## src/hw/rtl/tts_pkg.sv

```systemverilog
// Shared constants, types, microcode table and divisor table of the Taylor series evaluator.
package tts_pkg;

  localparam int MAX_TERMS  = 16;
  localparam int X_W        = 20;
  localparam int SUM_W      = 32;
  localparam int FSEL_W     = 2;
  localparam int TCNT_W     = 5;
  localparam int CFG_IDX_W  = 1;
  localparam int CFG_DATA_W = 5;
  localparam int QF         = 16;

  localparam int K_W    = $clog2(MAX_TERMS + 1);
  localparam int DIV_W  = $clog2(4 * MAX_TERMS * MAX_TERMS);
  localparam int DIVT_W = DIV_W + 2;
  localparam int AX_W   = X_W;
  localparam int X2_W   = 2 * (X_W - 1) - QF + 1;
  localparam int MAG_W  = SUM_W;
  localparam int PROD_W = MAG_W + X2_W;
  // A clipped magnitude of at most 2^31 times x squared of at most 2^22 stays below 2^38.
  localparam int NUM_W  = (MAG_W - 1) + (X2_W - 1) - QF + 1;
  localparam int DIV_ITER = NUM_W / 2;
  localparam int DCNT_W   = $clog2(DIV_ITER);

  localparam logic [FSEL_W-1:0] FN_EXP  = 2'd0;
  localparam logic [FSEL_W-1:0] FN_SIN  = 2'd1;
  localparam logic [FSEL_W-1:0] FN_COS  = 2'd2;
  localparam logic [FSEL_W-1:0] FN_NONE = 2'd3;

  localparam logic [CFG_IDX_W-1:0] REG_FSEL = 1'b0;
  localparam logic [CFG_IDX_W-1:0] REG_TCNT = 1'b1;

  localparam logic [FSEL_W-1:0] FSEL_RST = FN_EXP;
  localparam logic [TCNT_W-1:0] TCNT_RST = 5'd8;

  localparam logic [MAG_W-1:0]  Q_ONE     = MAG_W'(64'h0001_0000);
  localparam logic [SUM_W-1:0]  Q_NEG_ONE = SUM_W'(-65536);
  localparam logic [NUM_W-1:0]  POS_LIMIT = NUM_W'(64'h7FFF_FFFF);
  localparam logic [NUM_W-1:0]  NEG_LIMIT = NUM_W'(64'h8000_0000);
  localparam logic [PROD_W-1:0] RND_HALF  = PROD_W'(1) << (QF - 1);

  typedef enum logic [3:0] {
    OP_LOAD,
    OP_MUL_SQ,
    OP_X2,
    OP_ACCUM,
    OP_MUL_TERM,
    OP_DIV_LOAD,
    OP_DIV_STEP,
    OP_NEXT,
    OP_OUT_SUM,
    OP_OUT_NONE
  } uop_t;

  typedef enum logic [2:0] {
    CD_NEVER,
    CD_ALWAYS,
    CD_NO_START,
    CD_FN_NONE,
    CD_N_ZERO,
    CD_K_LAST,
    CD_DIV_MORE
  } cond_t;

  localparam int PC_W = 4;

  localparam logic [PC_W-1:0] ST_IDLE   = 4'd0;
  localparam logic [PC_W-1:0] ST_SQR    = 4'd1;
  localparam logic [PC_W-1:0] ST_X2     = 4'd2;
  localparam logic [PC_W-1:0] ST_TERM   = 4'd3;
  localparam logic [PC_W-1:0] ST_MUL    = 4'd4;
  localparam logic [PC_W-1:0] ST_PREP   = 4'd5;
  localparam logic [PC_W-1:0] ST_DIV    = 4'd6;
  localparam logic [PC_W-1:0] ST_NEXT   = 4'd7;
  localparam logic [PC_W-1:0] ST_FINISH = 4'd8;
  localparam logic [PC_W-1:0] ST_NONE   = 4'd9;

  typedef struct packed {
    uop_t            op;
    cond_t           cond;
    logic [PC_W-1:0] target;
  } ucw_t;

  typedef struct packed {
    uop_t op;
    logic accept;
  } ctrl_t;

  typedef struct packed {
    logic fn_none;
    logic n_zero;
    logic k_last;
    logic div_more;
  } stat_t;

  function automatic ucw_t ucode(logic [PC_W-1:0] pc);
    ucw_t w;
    unique case (pc)
      ST_IDLE:   w = '{OP_LOAD,     CD_NO_START, ST_IDLE};
      ST_SQR:    w = '{OP_MUL_SQ,   CD_FN_NONE,  ST_NONE};
      ST_X2:     w = '{OP_X2,       CD_N_ZERO,   ST_FINISH};
      ST_TERM:   w = '{OP_ACCUM,    CD_K_LAST,   ST_FINISH};
      ST_MUL:    w = '{OP_MUL_TERM, CD_NEVER,    ST_IDLE};
      ST_PREP:   w = '{OP_DIV_LOAD, CD_NEVER,    ST_IDLE};
      ST_DIV:    w = '{OP_DIV_STEP, CD_DIV_MORE, ST_DIV};
      ST_NEXT:   w = '{OP_NEXT,     CD_ALWAYS,   ST_TERM};
      ST_FINISH: w = '{OP_OUT_SUM,  CD_ALWAYS,   ST_IDLE};
      ST_NONE:   w = '{OP_OUT_NONE, CD_ALWAYS,   ST_IDLE};
      default:   w = '{OP_LOAD,     CD_ALWAYS,   ST_IDLE};
    endcase
    return w;
  endfunction

  function automatic logic [DIV_W-1:0] divisor(logic [FSEL_W-1:0] fsel, logic [K_W-1:0] k);
    logic [DIV_W-1:0] kk;
    logic [DIV_W-1:0] d;
    kk = DIV_W'(k) << 1;
    unique case (fsel)
      FN_SIN:  d = kk * (kk + DIV_W'(1));
      FN_COS:  d = (kk - DIV_W'(1)) * kk;
      default: d = DIV_W'(k);
    endcase
    return d;
  endfunction

endpackage

```

## src/hw/rtl/tts_useq.sv

```systemverilog
// Microcode sequencer: step counter, control store and jump conditions.
module tts_useq (
  input  logic          clk,
  input  logic          rst_n,
  input  logic          start,
  input  tts_pkg::stat_t stat,
  output tts_pkg::ctrl_t ctrl,
  output logic          busy
);

  logic [tts_pkg::PC_W-1:0] pc_r;
  logic [tts_pkg::PC_W-1:0] pc_nxt;
  tts_pkg::ucw_t            ucw;
  logic                     jump;

  assign ucw = tts_pkg::ucode(pc_r);

  always_comb begin
    unique case (ucw.cond)
      tts_pkg::CD_NEVER:    jump = 1'b0;
      tts_pkg::CD_ALWAYS:   jump = 1'b1;
      tts_pkg::CD_NO_START: jump = !start;
      tts_pkg::CD_FN_NONE:  jump = stat.fn_none;
      tts_pkg::CD_N_ZERO:   jump = stat.n_zero;
      tts_pkg::CD_K_LAST:   jump = stat.k_last;
      tts_pkg::CD_DIV_MORE: jump = stat.div_more;
      default:              jump = 1'b1;
    endcase
    pc_nxt = jump ? ucw.target : pc_r + tts_pkg::PC_W'(1);
  end

  always_ff @(posedge clk) begin
    if (!rst_n) begin
      pc_r <= tts_pkg::ST_IDLE;
    end else begin
      pc_r <= pc_nxt;
    end
  end

  assign busy        = (pc_r != tts_pkg::ST_IDLE);
  assign ctrl.op     = ucw.op;
  assign ctrl.accept = start && (pc_r == tts_pkg::ST_IDLE);

endmodule

```

## src/hw/rtl/tts_dp.sv

```systemverilog
// Datapath: shared multiplier, radix-4 divider, term recurrence and saturating accumulator.
module tts_dp (
  input  logic                             clk,
  input  logic                             rst_n,
  input  tts_pkg::ctrl_t                   ctrl,
  input  logic signed [tts_pkg::X_W-1:0]   arg_x,
  input  logic [tts_pkg::FSEL_W-1:0]       fsel,
  input  logic [tts_pkg::TCNT_W-1:0]       tcnt,
  output tts_pkg::stat_t                   stat,
  output logic                             out_valid,
  output logic signed [tts_pkg::SUM_W-1:0] series_sum,
  output logic                             saturated
);

  logic                          xneg_r, xneg_nxt;
  logic [tts_pkg::AX_W-1:0]      ax_r, ax_nxt;
  logic [tts_pkg::X2_W-1:0]      x2_r, x2_nxt;
  logic [tts_pkg::K_W-1:0]       n_r, n_nxt;
  logic [tts_pkg::K_W-1:0]       k_r, k_nxt;
  logic [tts_pkg::MAG_W-1:0]     mag_r, mag_nxt;
  logic                          neg_r, neg_nxt;
  logic [tts_pkg::SUM_W-1:0]     acc_r, acc_nxt;
  logic                          sat_r, sat_nxt;
  logic [tts_pkg::PROD_W-1:0]    prod_r, prod_nxt;
  logic [tts_pkg::DIV_W-1:0]     dvs_r, dvs_nxt;
  logic [tts_pkg::DIV_W-1:0]     rem_r, rem_nxt;
  logic [tts_pkg::NUM_W-1:0]     dq_r, dq_nxt;
  logic [tts_pkg::DCNT_W-1:0]    dcnt_r, dcnt_nxt;
  logic                          ov_r, ov_nxt;
  logic [tts_pkg::SUM_W-1:0]     osum_r, osum_nxt;
  logic                          osat_r, osat_nxt;

  logic [tts_pkg::MAG_W-1:0]     mul_a;
  logic [tts_pkg::X2_W-1:0]      mul_b;
  logic [tts_pkg::PROD_W-1:0]    rnd;
  logic [tts_pkg::DIV_W-1:0]     dsel;
  logic [tts_pkg::DIVT_W-1:0]    t, d1, d2, d3, sub;
  logic [1:0]                    qd;
  logic                          nneg;
  logic [tts_pkg::NUM_W-1:0]     lim;
  logic signed [tts_pkg::SUM_W+1:0] acc_ext, mag_ext, s;

  always_comb begin
    if (ctrl.op == tts_pkg::OP_MUL_SQ) begin
      mul_a = tts_pkg::MAG_W'(ax_r);
      mul_b = tts_pkg::X2_W'(ax_r);
    end else begin
      mul_a = mag_r;
      mul_b = (fsel == tts_pkg::FN_EXP) ? tts_pkg::X2_W'(ax_r) : x2_r;
    end
  end

  assign rnd  = (prod_r + tts_pkg::RND_HALF) >> tts_pkg::QF;
  assign dsel = tts_pkg::divisor(fsel, k_r);

  assign d1 = tts_pkg::DIVT_W'(dvs_r);
  assign d2 = d1 << 1;
  assign d3 = d1 + d2;
  assign t  = {rem_r, dq_r[tts_pkg::NUM_W-1 -: 2]};

  always_comb begin
    priority if (t >= d3) begin
      qd = 2'd3;
      sub = d3;
    end else if (t >= d2) begin
      qd = 2'd2;
      sub = d2;
    end else if (t >= d1) begin
      qd = 2'd1;
      sub = d1;
    end else begin
      qd = 2'd0;
      sub = '0;
    end
  end

  always_comb begin
    nneg = (fsel == tts_pkg::FN_EXP) ? (neg_r ^ xneg_r) : !neg_r;
    if (dq_r == '0) begin
      nneg = 1'b0;
    end
    lim = nneg ? tts_pkg::NEG_LIMIT : tts_pkg::POS_LIMIT;
  end

  assign acc_ext = {{2{acc_r[tts_pkg::SUM_W-1]}}, acc_r};
  assign mag_ext = $signed({2'b00, mag_r});
  assign s       = neg_r ? (acc_ext - mag_ext) : (acc_ext + mag_ext);

  always_comb begin
    xneg_nxt = xneg_r;
    ax_nxt   = ax_r;
    x2_nxt   = x2_r;
    n_nxt    = n_r;
    k_nxt    = k_r;
    mag_nxt  = mag_r;
    neg_nxt  = neg_r;
    acc_nxt  = acc_r;
    sat_nxt  = sat_r;
    prod_nxt = prod_r;
    dvs_nxt  = dvs_r;
    rem_nxt  = rem_r;
    dq_nxt   = dq_r;
    dcnt_nxt = dcnt_r;
    ov_nxt   = 1'b0;
    osum_nxt = osum_r;
    osat_nxt = osat_r;
    unique case (ctrl.op)
      tts_pkg::OP_LOAD: begin
        if (ctrl.accept) begin
          xneg_nxt = arg_x[tts_pkg::X_W-1];
          ax_nxt   = arg_x[tts_pkg::X_W-1] ? (~arg_x + tts_pkg::X_W'(1)) : arg_x;
          n_nxt    = (tcnt > tts_pkg::TCNT_W'(tts_pkg::MAX_TERMS)) ?
                     tts_pkg::K_W'(tts_pkg::MAX_TERMS) : tts_pkg::K_W'(tcnt);
          k_nxt    = '0;
          acc_nxt  = '0;
          sat_nxt  = 1'b0;
          if (fsel == tts_pkg::FN_SIN) begin
            mag_nxt = arg_x[tts_pkg::X_W-1] ?
                      tts_pkg::MAG_W'(~arg_x + tts_pkg::X_W'(1)) :
                      tts_pkg::MAG_W'(arg_x);
            neg_nxt = arg_x[tts_pkg::X_W-1];
          end else begin
            mag_nxt = tts_pkg::Q_ONE;
            neg_nxt = 1'b0;
          end
        end
      end
      tts_pkg::OP_MUL_SQ, tts_pkg::OP_MUL_TERM: begin
        prod_nxt = tts_pkg::PROD_W'(mul_a) * tts_pkg::PROD_W'(mul_b);
      end
      tts_pkg::OP_X2: begin
        x2_nxt = rnd[tts_pkg::X2_W-1:0];
      end
      tts_pkg::OP_ACCUM: begin
        k_nxt = k_r + tts_pkg::K_W'(1);
        if (s[tts_pkg::SUM_W+1:tts_pkg::SUM_W-1] == 3'b000 ||
            s[tts_pkg::SUM_W+1:tts_pkg::SUM_W-1] == 3'b111) begin
          acc_nxt = s[tts_pkg::SUM_W-1:0];
        end else begin
          acc_nxt = s[tts_pkg::SUM_W+1] ? {1'b1, {(tts_pkg::SUM_W-1){1'b0}}} :
                                          {1'b0, {(tts_pkg::SUM_W-1){1'b1}}};
          sat_nxt = 1'b1;
        end
      end
      tts_pkg::OP_DIV_LOAD: begin
        dvs_nxt  = dsel;
        rem_nxt  = '0;
        dcnt_nxt = '0;
        dq_nxt   = rnd[tts_pkg::NUM_W-1:0] + tts_pkg::NUM_W'(dsel >> 1);
      end
      tts_pkg::OP_DIV_STEP: begin
        rem_nxt  = tts_pkg::DIV_W'(t - sub);
        dq_nxt   = {dq_r[tts_pkg::NUM_W-3:0], qd};
        dcnt_nxt = dcnt_r + tts_pkg::DCNT_W'(1);
      end
      tts_pkg::OP_NEXT: begin
        neg_nxt = nneg;
        if (dq_r > lim) begin
          mag_nxt = lim[tts_pkg::MAG_W-1:0];
          sat_nxt = 1'b1;
        end else begin
          mag_nxt = dq_r[tts_pkg::MAG_W-1:0];
        end
      end
      tts_pkg::OP_OUT_SUM: begin
        ov_nxt   = 1'b1;
        osum_nxt = acc_r;
        osat_nxt = sat_r;
      end
      tts_pkg::OP_OUT_NONE: begin
        ov_nxt   = 1'b1;
        osum_nxt = tts_pkg::Q_NEG_ONE;
        osat_nxt = 1'b0;
      end
      default: begin
        ov_nxt = 1'b0;
      end
    endcase
  end

  always_ff @(posedge clk) begin
    if (!rst_n) begin
      ov_r <= 1'b0;
    end else begin
      ov_r <= ov_nxt;
    end
  end

  always_ff @(posedge clk) begin
    xneg_r <= xneg_nxt;
    ax_r   <= ax_nxt;
    x2_r   <= x2_nxt;
    n_r    <= n_nxt;
    k_r    <= k_nxt;
    mag_r  <= mag_nxt;
    neg_r  <= neg_nxt;
    acc_r  <= acc_nxt;
    sat_r  <= sat_nxt;
    prod_r <= prod_nxt;
    dvs_r  <= dvs_nxt;
    rem_r  <= rem_nxt;
    dq_r   <= dq_nxt;
    dcnt_r <= dcnt_nxt;
    osum_r <= osum_nxt;
    osat_r <= osat_nxt;
  end

  assign stat.fn_none  = (fsel == tts_pkg::FN_NONE);
  assign stat.n_zero   = (n_r == '0);
  assign stat.k_last   = ((k_r + tts_pkg::K_W'(1)) == n_r);
  assign stat.div_more = (dcnt_r != tts_pkg::DCNT_W'(tts_pkg::DIV_ITER - 1));

  assign out_valid  = ov_r;
  assign series_sum = osum_r;
  assign saturated  = osat_r;

endmodule

```

## src/hw/rtl/truncated_taylor_series_eval.sv

```systemverilog
// Top level of the truncated Taylor series evaluator for exp, sin and cos.
// Steps to the result strobe: for function none the squaring only; for a term count of zero
// squaring and x squared; otherwise also one pass per term of the clipped term count.
// Each further term passes through: accumulate, multiply, divider load, 19 divider steps, clip.
// One transaction at a time: start is taken again in the strobe cycle.
// Synchronous active-low reset returns the sequencer to idle and config registers to defaults.
module truncated_taylor_series_eval (
  input  logic                                 clk,
  input  logic                                 rst_n,
  input  logic                                 start,
  output logic                                 busy,
  input  logic signed [tts_pkg::X_W-1:0]       in_arg_x,
  input  logic                                 cfg_we,
  input  logic [tts_pkg::CFG_IDX_W-1:0]        cfg_index,
  input  logic [tts_pkg::CFG_DATA_W-1:0]       cfg_wdata,
  output logic                                 out_valid,
  output logic signed [tts_pkg::SUM_W-1:0]     out_series_sum,
  output logic                                 out_saturated
);

  logic [tts_pkg::FSEL_W-1:0] fsel_r, fsel_nxt;
  logic [tts_pkg::TCNT_W-1:0] tcnt_r, tcnt_nxt;
  tts_pkg::ctrl_t             ctrl;
  tts_pkg::stat_t             stat;

  always_comb begin
    fsel_nxt = fsel_r;
    tcnt_nxt = tcnt_r;
    if (cfg_we) begin
      unique case (cfg_index)
        tts_pkg::REG_FSEL: fsel_nxt = cfg_wdata[tts_pkg::FSEL_W-1:0];
        tts_pkg::REG_TCNT: tcnt_nxt = cfg_wdata[tts_pkg::TCNT_W-1:0];
        default:           fsel_nxt = fsel_r;
      endcase
    end
  end

  always_ff @(posedge clk) begin
    if (!rst_n) begin
      fsel_r <= tts_pkg::FSEL_RST;
      tcnt_r <= tts_pkg::TCNT_RST;
    end else begin
      fsel_r <= fsel_nxt;
      tcnt_r <= tcnt_nxt;
    end
  end

  tts_useq u_useq (
    .clk   (clk),
    .rst_n (rst_n),
    .start (start),
    .stat  (stat),
    .ctrl  (ctrl),
    .busy  (busy)
  );

  tts_dp u_dp (
    .clk        (clk),
    .rst_n      (rst_n),
    .ctrl       (ctrl),
    .arg_x      (in_arg_x),
    .fsel       (fsel_r),
    .tcnt       (tcnt_r),
    .stat       (stat),
    .out_valid  (out_valid),
    .series_sum (out_series_sum),
    .saturated  (out_saturated)
  );

  a_strobe_idle: assert property (@(posedge clk) disable iff (!rst_n)
    out_valid |-> !busy)
    else $error("result strobe while a transaction is still in progress");

  a_accept_busy: assert property (@(posedge clk) disable iff (!rst_n)
    (start && !busy) |=> busy)
    else $error("accepted transaction did not start the sequencer");

  a_strobe_single: assert property (@(posedge clk) disable iff (!rst_n)
    out_valid |=> !out_valid)
    else $error("result strobe lasted more than one cycle");

endmodule

```

## config.mk

```make
export PLATFORM = sky130hd
export DESIGN_NAME = truncated_taylor_series_eval
export DESIGN_NICKNAME = d
export VERILOG_FILES = /design/src/hw/rtl/tts_pkg.sv /design/src/hw/rtl/tts_useq.sv /design/src/hw/rtl/tts_dp.sv /design/src/hw/rtl/truncated_taylor_series_eval.sv
export SDC_FILE = /design/constraint.sdc
export NUM_CORES = 2
export LEC_CHECK = 0
export BUFFER_PORTS_ARGS = -buffer_cell sky130_fd_sc_hd__buf_4
export CAP_MARGIN = 25
export CORE_ASPECT_RATIO = 0.5
export CORE_UTILIZATION = 52
export CTS_BUF_LIST = sky130_fd_sc_hd__clkbuf_8
export CTS_CLUSTER_DIAMETER = 30
export DETAILED_ROUTE_END_ITERATION = 8
export PLACE_DENSITY = 0.68
export SLEW_MARGIN = 20
export SYNTH_ARGS = -nofsm -noshare
export SYNTH_HDL_FRONTEND = slang
export SYNTH_SLANG_ARGS = --single-unit
export TNS_END_PERCENT = 50
```

## constraint.sdc

```tcl
create_clock -name clk -period 11.1 [get_ports clk]
set_input_delay 1.11 -clock clk [delete_from_list [all_inputs] [get_ports clk]]
set_output_delay 1.11 -clock clk [all_outputs]
set_load 0.02 [all_outputs]
```

==> run_results.csv <==
group,metric,value,unit
logic_synthesis,synth_area,42400,µm²
cells_and_area,final_layout_size_suffix_gt1_share,6.89,%
worst_setup_path,cp.arrival,10.61,ns
timing,fin_skew,0.0792,ns
worst_setup_path,r2r_setup_slack,1.00,ns
worst_setup_path,critical_path_required,11.62,ns
global_route,grt_usage,36.7,%
worst_setup_path,rr_startpoint,"fsel_r[0]",
clocking,cts_resized,0,
worst_setup_path,cp_slowest_stage_delay,0.87,ns
timing,grt_setup_unrepaired,"false",
route,drtIter0Drc,3779,
floorplanning,initial_core_util,52.9,%
worst_setup_path,crit_end,"u_dp.prod_r[53]",
floorplanning,fp.dieH,204,µm
floorplanning,die-area,82700,µm²
timing,finalHoldViolCount,0,
floorplanning,core_area,80000,µm²
worst_setup_path,critPathLaunchType,"flop",
cells_and_area,utilization,56.8,%
cells_and_area,syn_to_final_growth,7.33,%
route,avgRoutedWirePerCell,25.3,µm
run_status,status,"complete, no violations",
clocking,clockBufferDepth,3,
clocking,cts_buffers,55,
global_route,grt_overflow,0,
route,drtPass1Iterations,9,
route,ant_nets,0,
clocking,cts-htree-levels,2,
floorplanning,rows,73,
clocking,clk_pin_slew,0.07,ns
logic_synthesis,synthCells,4672,
clocking,cts_tree,"built",
cells_and_area,final_nets,5689,
timing,fin_crit_sh,91.0,%
clocking,cts_setup_buffers,0,
global_route,grt_start_max_net_pins,40,
route,drt_drc_violations_left,0,
cells_and_area,postLayoutCellArea,45500,µm²
timing,clock.fmax,99.1,MHz
global_route,grt_pass1_vias,35200,
timing,timing.final.max_slew_violations,0,
route,viasPerCell,5.96,
logic_synthesis,yosysWarnings,0,
clocking,clock-root-buffer,"clkbuf_8",
timing,worst_pin_slew,1.08,ns
min_path,holdCritStartpoint,"tcnt_r[2]",
min_path,hold_path.class,"reg2reg",
logic_synthesis,synth-seq-cells,278,
timing,setup_viol,0,
run,drv_cap,0,
floorplanning,io_pins,65,
route,routed-via-count,34600,
worst_setup_path,cp_common_cell,"fa_1",
worst_setup_path,crit_path_end_kind,"flop",
cells_and_area,fillCellCount,7248,
cells_and_area,layout_common_cells,"inv_1, fa_1, nand2_1",
timing,max_slew_margin,27.8,%
worst_setup_path,critPathLaunch,"fsel_r[0]",
route,routed_wl,147000,µm
worst_setup_path,critPathMaxFanout,23,
logic_synthesis,ys_seq_area_share,19.2,%
logic_synthesis,synth_edf_count,255,
placement,place_area,44100,µm²
placement,dp_hpwl,119000,µm
placement,dp_slack,1.27,ns
clocking,clk_latency,0.72,ns
clocking,clock-sinks,278,
timing,timing.setup.tns,0,ns
worst_setup_path,ff2ff_path_depth,28,
worst_setup_path,slowest_stage,"mux2i_2",
timing,setup_ws,1.00,ns
placement,gp_congestion,1.02,
logic_synthesis,avgSynthCellArea,9.07,µm²
floorplanning,die_x,406,µm
logic_synthesis,synth-main-ff-cell,"edfxtp_1",
timing,period_needed,10.10,ns
worst_setup_path,crit-reg2reg-capture,"u_dp.prod_r[53]",
global_route,grt_antenna_before_repair,4,
global_route,grt_pass1_wl,222000,µm
clocking,hold_buffers,0,
logic_synthesis,ys_async_sr_fraction,0,%
cells_and_area,final_common_cell,"inv_1",
logic_synthesis,ys_types,86,
worst_setup_path,worstSetupPathType,"reg2reg",
placement,io_buffers,64,
-- how the worst min path moves through the flow --
stage / to / slack (ns) / cells past startpoint
global route: tcnt_r[2] / 0.49 / 2
floorplan: tcnt_r[0] / 0.43 / 2
CTS: tcnt_r[2] / 0.45 / 2
detailed placement: tcnt_r[2] / 0.44 / 2
finish: tcnt_r[2] / 0.45 / 2
global placement: tcnt_r[2] / 0.44 / 2
-- flip-flops by register name, indices dropped and copies added, names as in the netlist, 10 cells and up --
register / count
u_dp.ax_r: 20
u_dp.prod_r: 39
u_dp.mag_r: 32
u_dp.acc_r: 32
u_dp.dq_r: 38
u_dp.x2_r: 23
u_dp.dvs_r: 10
u_dp.series_sum: 32
u_useq.ucw: 11
u_dp.rem_r: 10
-- layout make-up --
cell class	count	area, µm²	area share (%)
repair buffers	152	1180	2.60
clock buffers	55	757	1.66
inverters	777	2920	6.41
diodes	4	10.0	0.0220
clock inverters	45	499	1.10
well taps	1087	1360	2.99
flip-flops and latches	278	8120	17.9
multi-input cells	3410	30600	67.4
-- critical path: cells and delay by family, from the launching register on --
family,cells,cell delay [ns]
flip-flops,1,0.37
buffers and inverters,6,0.82
adder cells (fa/ha/maj),9,4.60
multiplexers,2,0.98
AO/OA/AOI/OAI,3,1.05
AND/OR/NAND/NOR,8,2.05
-- layer usage --
metal,up-vias,track usage (%),part of all wire [%]
li1,15000,-,-
met1,17300,51.9,42
met3,336,16.3,15
met4,8,9.76,3.2
met5,-,0.585,0.078
met2,2037,50.5,39
-- through the flow --
stage / hold slack [ns] / cells
floorplan: 0.432 / 4674
global placement: 0.443 / 5698
detailed placement: 0.443 / 5699
CTS: 0.453 / 5799
global route: 0.485 / 5805
finish: 0.449 / 5808
-- synth_stat cells, types with 21 or more instances --
master | instances | area [µm²]
nor2_1 | 484 | 1820
o21bai_1 | 23 | 173
nand3_1 | 70 | 350
a21o_1 | 121 | 908
dfxtp_1 | 23 | 460
edfxtp_1 | 255 | 7660
nor2b_1 | 58 | 363
a21oi_1 | 181 | 906
mux2_2 | 21 | 236
inv_1 | 776 | 2910
clkbuf_1 | 181 | 679
nor4_1 | 27 | 169
nor3_1 | 59 | 295
nand4_1 | 40 | 250
a221o_1 | 21 | 210
nand2_1 | 635 | 2380
and2_1 | 41 | 257
a31oi_1 | 22 | 138
mux2i_1 | 26 | 260
and3_1 | 26 | 163
xor2_1 | 69 | 604
ha_1 | 336 | 4200
nand2b_1 | 28 | 175
or2_2 | 24 | 150
xnor2_1 | 156 | 1370
fa_1 | 649 | 13000
o21ai_0 | 91 | 455
-- logic make-up after synthesis --
family                   share of synthesized area (%)
XOR/XNOR                                          4.69
other                                          0.00885
buffers and inverters                             8.84
adder cells (fa/ha/maj)                           40.6
AO/OA/AOI/OAI                                     9.36
flip-flops                                        19.2
multiplexers                                      1.23
AND/OR/NAND/NOR                                   16.1
Power is left out: the tool's default activity adds up to more than one toggle a clock period on the data nets, which glitch-free logic cannot reach.
